### src/rtl/vfd_pkg.sv
// types and constants of the varint field decoder
// no dependencies
package vfd_pkg;

  localparam logic [2:0] HEADER_BYTES = 3'd4;

  typedef enum logic [1:0] {
    PH_HEADER = 2'd0,
    PH_TAG    = 2'd1,
    PH_VARINT = 2'd2,
    PH_STOP   = 2'd3
  } phase_e;

  typedef enum logic [2:0] {
    ST_CLEAN    = 3'd0,
    ST_BADWIRE  = 3'd1,
    ST_OVERLONG = 3'd2,
    ST_TRUNC    = 3'd3,
    ST_SHORT    = 3'd4
  } status_e;

  typedef struct packed {
    logic [7:0] byte_value;
    logic       last_byte;
  } in_item_t;

  typedef struct packed {
    logic        field_valid;
    logic [4:0]  field_id;
    logic [31:0] field_value;
    logic        packet_end;
    logic [2:0]  end_status;
  } out_item_t;

  typedef struct packed {
    logic [2:0]  header_count;
    phase_e      phase;
    logic [4:0]  held_field_number;
    logic [31:0] value_accumulator;
    logic [2:0]  group_count;
    status_e     stop_status;
  } vfd_state_t;

  localparam vfd_state_t STATE_RESET = '{
    header_count:      3'd0,
    phase:             PH_HEADER,
    held_field_number: 5'd0,
    value_accumulator: 32'd0,
    group_count:       3'd0,
    stop_status:       ST_CLEAN
  };

endpackage

### src/rtl/varint_field_decoder.sv
// varint field decoder top level: input register, byte decode, result register
// depends on vfd_pkg and vfd_step
// a byte is accepted into the input register; its result is then written to the result register
// throughput: one byte per cycle; the input stalls only when the result register is held
// reset: asynchronous, active low; clears both valid bits and the decode state
module varint_field_decoder
  import vfd_pkg::*;
(
  input  logic      clk_i,
  input  logic      rst_ni,
  input  logic      in_valid_i,
  output logic      in_stall_o,
  input  in_item_t  in_data_i,
  output logic      out_valid_o,
  input  logic      out_stall_i,
  output out_item_t out_data_o
);

  logic       s1_valid_q;
  in_item_t   s1_data_q;
  vfd_state_t st_q;
  vfd_state_t st_d;
  out_item_t  step_res;
  logic       step_emit;
  logic       out_valid_q;
  out_item_t  out_data_q;
  logic       out_free;
  logic       s1_go;
  logic       in_take;

  vfd_step u_step (
    .st_i   (st_q),
    .item_i (s1_data_q),
    .st_o   (st_d),
    .res_o  (step_res),
    .emit_o (step_emit)
  );

  assign out_free   = !out_valid_q || !out_stall_i;
  assign s1_go      = s1_valid_q && (!step_emit || out_free);
  assign in_stall_o = s1_valid_q && !s1_go;
  assign in_take    = in_valid_i && !in_stall_o;

  always_ff @(posedge clk_i or negedge rst_ni) begin
    if (!rst_ni) begin
      s1_valid_q  <= 1'b0;
      out_valid_q <= 1'b0;
      st_q        <= STATE_RESET;
    end else begin
      if (!in_stall_o) begin
        s1_valid_q <= in_valid_i;
      end
      if (s1_go) begin
        st_q <= st_d;
      end
      if (s1_go && step_emit) begin
        out_valid_q <= 1'b1;
      end else if (!out_stall_i) begin
        out_valid_q <= 1'b0;
      end
    end
  end

  always_ff @(posedge clk_i) begin
    if (in_take) begin
      s1_data_q <= in_data_i;
    end
    if (s1_go && step_emit) begin
      out_data_q <= step_res;
    end
  end

  assign out_valid_o = out_valid_q;
  assign out_data_o  = out_data_q;

endmodule

### src/rtl/vfd_step.sv
// next-state and result logic for one packet byte
// depends on vfd_pkg
module vfd_step
  import vfd_pkg::*;
(
  input  vfd_state_t st_i,
  input  in_item_t   item_i,
  output vfd_state_t st_o,
  output out_item_t  res_o,
  output logic       emit_o
);

  phase_e      phase;
  logic [2:0]  hdr_cnt;
  logic [2:0]  grp_idx;
  logic [2:0]  grp_next;
  logic [31:0] grp_bits;
  logic [31:0] acc;
  logic        fvalid;
  status_e     status;
  logic [7:0]  b;

  assign b = item_i.byte_value;

  // place the low seven bits at the group's shift (only the low four bits for the fifth group)
  always_comb begin
    grp_idx = (st_i.group_count > 3'd4) ? 3'd4 : st_i.group_count;
    case (grp_idx)
      3'd0:    grp_bits = {25'd0, b[6:0]};
      3'd1:    grp_bits = {18'd0, b[6:0], 7'd0};
      3'd2:    grp_bits = {11'd0, b[6:0], 14'd0};
      3'd3:    grp_bits = {4'd0, b[6:0], 21'd0};
      default: grp_bits = {b[3:0], 28'd0};
    endcase
    acc      = st_i.value_accumulator | grp_bits;
    grp_next = grp_idx + 3'd1;
    hdr_cnt  = st_i.header_count + 3'd1;
  end

  always_comb begin
    st_o   = st_i;
    fvalid = 1'b0;
    status = ST_CLEAN;
    phase  = st_i.phase;
    if (phase == PH_HEADER && st_i.header_count >= HEADER_BYTES) begin
      phase = PH_TAG;
    end
    st_o.phase = phase;
    case (phase)
      PH_HEADER: begin
        st_o.header_count = hdr_cnt;
        if (hdr_cnt >= HEADER_BYTES) begin
          st_o.phase = PH_TAG;
        end
        status = ST_SHORT;
      end
      PH_TAG: begin
        if (b[2:0] != 3'd0) begin
          st_o.phase       = PH_STOP;
          st_o.stop_status = ST_BADWIRE;
          status           = ST_BADWIRE;
        end else begin
          st_o.held_field_number = b[7:3];
          st_o.value_accumulator = 32'd0;
          st_o.group_count       = 3'd0;
          st_o.phase             = PH_VARINT;
          status                 = ST_TRUNC;
        end
      end
      PH_VARINT: begin
        st_o.value_accumulator = acc;
        if (!b[7]) begin
          fvalid           = 1'b1;
          st_o.group_count = grp_idx;
          st_o.phase       = PH_TAG;
          status           = ST_CLEAN;
        end else begin
          st_o.group_count = grp_next;
          if (grp_next >= 3'd5) begin
            st_o.phase       = PH_STOP;
            st_o.stop_status = ST_OVERLONG;
            status           = ST_OVERLONG;
          end else begin
            status = ST_TRUNC;
          end
        end
      end
      default: begin
        status = st_i.stop_status;
      end
    endcase
    if (item_i.last_byte) begin
      st_o = STATE_RESET;
    end
  end

  always_comb begin
    res_o.field_valid = fvalid;
    res_o.field_id    = fvalid ? st_i.held_field_number : 5'd0;
    res_o.field_value = fvalid ? acc : 32'd0;
    res_o.packet_end  = item_i.last_byte;
    res_o.end_status  = item_i.last_byte ? status : ST_CLEAN;
    emit_o            = fvalid | item_i.last_byte;
  end

endmodule

### config.mk
export PLATFORM = sky130hd
export DESIGN_NAME = varint_field_decoder
export DESIGN_NICKNAME = d
export VERILOG_FILES = /design/src/rtl/vfd_pkg.sv /design/src/rtl/varint_field_decoder.sv /design/src/rtl/vfd_step.sv
export SDC_FILE = /design/constraint.sdc
export NUM_CORES = 1
export LEC_CHECK = 0
export ABC_AREA = 1
export BUFFER_PORTS_ARGS = -buffer_cell sky130_fd_sc_hd__clkbuf_2
export CORE_AREA = 2 2 105 107
export DETAILED_ROUTE_END_ITERATION = 8
export DIE_AREA = 0 0 107 109
export PLACE_DENSITY_LB_ADDON = 0.3
export SLEW_MARGIN = 20
export SYNTH_ARGS = -nofsm -noshare
export SYNTH_HDL_FRONTEND = slang
export SYNTH_SLANG_ARGS = --single-unit
### constraint.sdc
create_clock -name clk_i -period 6.9 [get_ports clk_i]
set_clock_uncertainty 0.2 [all_clocks]
set_input_delay 0.69 -clock clk_i [delete_from_list [all_inputs] [get_ports clk_i]]
set_output_delay 0.69 -clock clk_i [all_outputs]
set_load 0.05 [all_outputs]
Yosys cells after proc, flatten, opt, wreduce, memory -nomap -nowiden
Index checks and enable logic that the tools add are counted.
Widths: inputs -> output; s select.
{ "classes": {"addsub": 2, "order_cmp": 4, "n_eq_ne": 11, "mux": 25, "n_bitwise": 2, "n_reduce_logical": 23} }
{ "ops": {"columns": ["operator", "n"], "rows": [
  ["$pmux 32 s4", 1],
  ["$pmux 38 s2", 1],
  ["$mux 48", 1],
  ["$mux 40", 1],
  ["$or 32x32->32", 1],
  ["$mux 3", 6],
  ["$mux 2", 6],
  ["$ge 3x3->1 const B", 3],
  ["$pmux 3 s3", 1],
  ["$add 3x1->3 const B", 2],
  ["$eq 3x2->1 const B", 2],
  ["$mux 1", 6],
  ["$ne 3x2->1 const B", 2],
  ["$ne 3x3->1 const B", 2],
  ["$pmux 2 s3", 1],
  ["$reduce_and 3->1", 2],
  ["$reduce_bool 3->1", 2],
  ["$logic_and 1x1->1", 5],
  ["$logic_not 1->1", 5],
  ["$mux 5", 1],
  ["$reduce_and 5->1", 1],
  ["$logic_not 2->1", 2],
  ["$reduce_bool 2->1", 2],
  ["$eq 3x1->1 const B", 1],
  ["9 further kinds", 10]
]} }
{ "totals": {"ff_bits": 101, "input_bits": 13, "output_inout_bits": 44, "elab_cells": 82} }

Logic depth before layout (Yosys ltp)
{ "depth": {"ltp_word": 13, "ltp_mapped": 13, "depth_no_buf": 12} }

Cells and area by module
A second synthesis with hierarchy kept.
{ "hier_totals": {"cells_unflattened": 640, "hier_area_um2": 5205.0} }
{ "modules_own_cells": {"columns": ["mod", "instances", "cells_per_inst", "area_per_inst_um2", "seq_area_each_um2"], "rows": [
  ["varint_field_decoder", 1, 272, 3522.1, 2782.7],
  ["vfd_step", 1, 368, 1682.9, 0.0]
]} }

Least setup slack after synthesis
Ideal clock, no wire load.
{ "synth_path": {"path_type": "input to register", "start": "in out_stall_i", "end": "reg out_data_q (netlist bit out_data_o[0]), enable pin", "setup_ps": 397, "arrival_time_ps": 2019, "required_time_ps": 6303, "setup_slack_ps": 4284, "path_stages": 5, "n_path_buf": 0, "path_cell_list": "nand2_1 > inv_1 > a21oi_4 > nand2_1 > inv_1"} }
{ "synth_via": {"elab_chain_cells": 5} }
{ "synth_lines": {"columns": ["element", "line", "rtl"], "rows": [
  ["start: declaration", "varint_field_decoder.sv:15", "input logic out_stall_i,"],
  ["$logic_not 1->1", null, null],
  ["$logic_or 1x1->1", "varint_field_decoder.sv:39", "assign out_free = !out_valid_q || !out_stall_i;"],
  ["$logic_or 1x1->1", "varint_field_decoder.sv:40", "assign s1_go = s1_valid_q && (!step_emit || out_free);"],
  ["$logic_and 1x1->1", "varint_field_decoder.sv:40", null],
  ["$logic_and 1x1->1", "varint_field_decoder.sv:68", "if (s1_go && step_emit) begin"],
  ["end signal: assignment", "varint_field_decoder.sv:69", "out_data_q <= step_res;"],
  ["end: declaration", "varint_field_decoder.sv:26", "out_item_t out_data_q;"]
]} }
No other way between the ends.
A chain may end at the register's enable or synchronous reset.

Worst setup path after layout
{ "layout_path": {"start": "reg s1_data_q[8] (netlist name)", "end": "out in_stall_o"} }
{ "layout_via": {"elab_chain_cells": 8} }
{ "layout_lines": {"columns": ["element", "line", "rtl"], "rows": [
  ["start: declaration", "varint_field_decoder.sv:20", "in_item_t s1_data_q;"],
  ["start signal: assignment", "varint_field_decoder.sv:66", "s1_data_q <= in_data_i;"],
  ["$mux 1", "vfd_step.sv:72", "if (!b[7]) begin"],
  ["$mux 1", "vfd_step.sv:49", "case (phase)"],
  ["$or 1x1->1", "vfd_step.sv:103", "emit_o = fvalid | item_i.last_byte;"],
  ["$logic_not 1->1", "varint_field_decoder.sv:40", null],
  ["$logic_or 1x1->1", "varint_field_decoder.sv:40", null],
  ["$logic_and 1x1->1", "varint_field_decoder.sv:40", null],
  ["$logic_not 1->1", "varint_field_decoder.sv:41", "assign in_stall_o = s1_valid_q && !s1_go;"],
  ["$logic_and 1x1->1", "varint_field_decoder.sv:41", null],
  ["end: declaration", "varint_field_decoder.sv:12", "output logic in_stall_o,"]
]} }
No other way between the ends.

==> reports/metrics.cfg <==
[placed_design]
place.gp.congestion = 0.7883
port_buffers = 56
dp_hpwl_mm = 5.719
placed_cells = 664

[die]
start_util_pct = 43.66
die_width_um = 107
die_h_um = 109
boundaryPins = 57
die_area_um2 = 11660
core.rowCount = 38
core_um2 = 10600

[sta]
slew_violations = 0
max_slew.worst_pin.slew_ns = 0.9012
relSlewSlack_pct = 39.92
setup_tns_ns = 0
post-route-min-period_ns = 3.432
whs_ns = 0.2146
hold_viol_final = 0
fin_crit_sh_pct = 49.73
fmax_ghz = 0.2914
finalSetupViolCount = 0
rsz0062_at_grt = no

[synthesis]
synth-compound-area-share_pct = 11.95
synth_area_leaders = edfxtp_1 33%, dfrtp_1 26%, nand2_1 9.5%
yosysSeqAreaShare_pct = 59.57
yosysUniqueCellTypes = 25
synth_common_cells = 117 x nand2_1, 82 x inv_1, 51 x edfxtp_1, 51 x nor2_1, 49 x dfrtp_1
yosys_register_bits = 100
synthSimpleGateAreaFrac_pct = 17.16
synth_xor_xnor_area_share_pct = 0
synth.most_common_cell = nand2_1
syn_area_um2 = 4629
synth_fa_ha_area_share_pct = 1.622
synth_top_family_by_area = simple AND/OR/NAND/NOR gates
async_flop_share_pct = 49.00
synthesis.nets = 502
muxShareOfSynthArea_pct = 0
synth.top_cell.area_share_pct = 33.08
syn_inst = 483
yosysWarnings = 0
synth_ff_type = edfxtp_1
yosysTopAreaCell = edfxtp_1
syn_area_per_cell_um2 = 9.585
synth-edff-count = 51

[pwr]
leakage_nw = 2.305
powerDensity_nw_per_um2 = 261.8
ir_worst_vdd_mv = 0.1273

[worst_setup_path]
critical_path_class = flip-flop to output port
path_cells = inv_2 > nand3_2 > nand2_2 > nand2_1 > nor2_1 > clkbuf_2
reg2reg_from = s1_data_q[8]
crit_path_start_kind = flip-flop
critPathCaptureType = output port
cp_slowest_cell = nand3_2
crit_start = s1_data_q[8]
crit_path_max_incr_delay_ns = 0.66
arrival_ns = 2.54
cp_max_fo = 39
required_ns = 6.01

[detailed_routing]
dr.pass1.iters = 4
drt_drc_violations_left = 0
vias_per_cell = 4.626
drt_iter0_drc = 137
routedWlPerCell_um = 12.70
wirelength_mm = 8.636
vias = 3146
drtAntennaViolNets = 0

[clock_network]
cts_buffer_depth = 2
clkLatencyLatePin_ns = 0.37
cts_hold_buffers = 0
cts_tree = built
cts_setup_buffers = 0
htree_levels = 3
clk_pin_slew_worst_paths_ns = 0.10
root_buffer = clkbuf_8
cts_inserted_buffers = 9
clock-sinks = 100
cts_resized = 0

[global_route]
grt_antenna_before_repair = 0
grt_overflow = 0
grt_max_degree = 71
grt_pass1_vias = 2992
grt_pass1_wl_mm = 14.61
grt_usage_pct = 16.33

[outcome]
status = complete, no violations

[layout]
multi_input_area_um2 = 1423
n_fill_cell = 1004
layout-drive-gt1-share_pct = 22.41
seq_area_um2 = 2758
final_cells = 680
diodes = 0
finalNetCount = 554
syn2layout_area_growth_pct = 11.68

[worst_hold_path]
min_path_type = primary input to asynchronous set/reset pin

[flow_run]
drv_cap = 0

## routing by layer
metal / GRT usage, % / vias to the layer above / wire length, um
met5: 0 / - / 0
met4: 5.288 / 0 / 73
met3: 3.168 / 6 / 358
met2: 26.21 / 64 / 4170
met1: 22.55 / 1446 / 4033
li1: - / 1630 / -
## state kept, by name (all words and copies together), names as in the netlist
| register | flops |
|---|---|
| s1_data_q | 9 |
| out_data_o | 42 |
| out_valid_o | 1 |
| s1_valid_q | 1 |
| st_q | 47 |
## critical path, delay by kind of cell, from the launching register on
kind	cells	cell delay (ns)
buffers and inverters	2	0.40
flip-flops	1	0.53
AND/OR/NAND/NOR	4	1.25
## worst paths after layout
check | to | slack, ns | cells after the start
hold reg to reg | st_q[1] | 0.28 | 2
setup / recovery | in_stall_o | 3.47 | 6
min in group clk_i | st_q[1] | 0.28 | 2
setup reg to reg | st_q[25] | 3.85 | 7
max in group asynchronous | st_q[23] | 5.83 | 2
hold / removal | st_q[38] | 0.21 | 2
## cell type report
| type | count | area share [%] |
|---|---|---|
| tap | 140 | 3.388 |
| clock inverter | 7 | 1.476 |
| sequential | 100 | 53.34 |
| clock buffer | 9 | 2.396 |
| timing repair buffer | 58 | 5.712 |
| multi-input combinational | 281 | 27.52 |
| inverter | 85 | 6.171 |
## placed cells by master, fill, tap and decap left out, types with 2 or more instances in the layout
cell type / Yosys / routed
clkinvlp_4: 0 / 3
nand2_2: 3 / 3
ha_1: 6 / 6
nand2_1: 117 / 117
dfrtp_1: 49 / 49
o21ai_0: 28 / 28
o21ai_2: 35 / 35
buf_4: 1 / 2
clkbuf_8: 0 / 9
nand3_2: 2 / 2
a21oi_1: 14 / 14
nor2_4: 2 / 2
edfxtp_1: 51 / 51
inv_1: 82 / 82
nor2_1: 51 / 51
inv_2: 3 / 3
nand3_1: 16 / 16
clkbuf_2: 0 / 56
## cells by family after synthesis
logic type / Yosys count
AND/OR/NAND/NOR: 194
flip-flops: 100
AO/OA/AOI/OAI: 81
adder cells (fa/ha/maj): 6
buffers and inverters: 102
## report_power, final
| part | total [mW] | internal [mW] | leakage (nW) | switching (mW) |
|---|---|---|---|---|
| sequential | 0.706 | 0.677 | 1.17 | 0.0289 |
| combinational | 0.274 | 0.0588 | 1.05 | 0.215 |
| clock | 0.374 | 0.169 | 0.0910 | 0.204 |
## metrics by stage
step / total power, mW / util (%) / setup WS (ns) / cell area (um^2)
detailed placement: 0.9938 / 46.87 / 3.851 / 4970
CTS: 1.368 / 48.76 / 3.433 / 5170
floorplan: 0.9396 / - / 4.284 / 4629
finish: 1.354 / 48.76 / 3.468 / 5170
global route: 1.425 / 48.76 / 3.220 / 5170
global placement: 0.9878 / 46.87 / 3.903 / 4970
(Power assumes the default switching activity.)
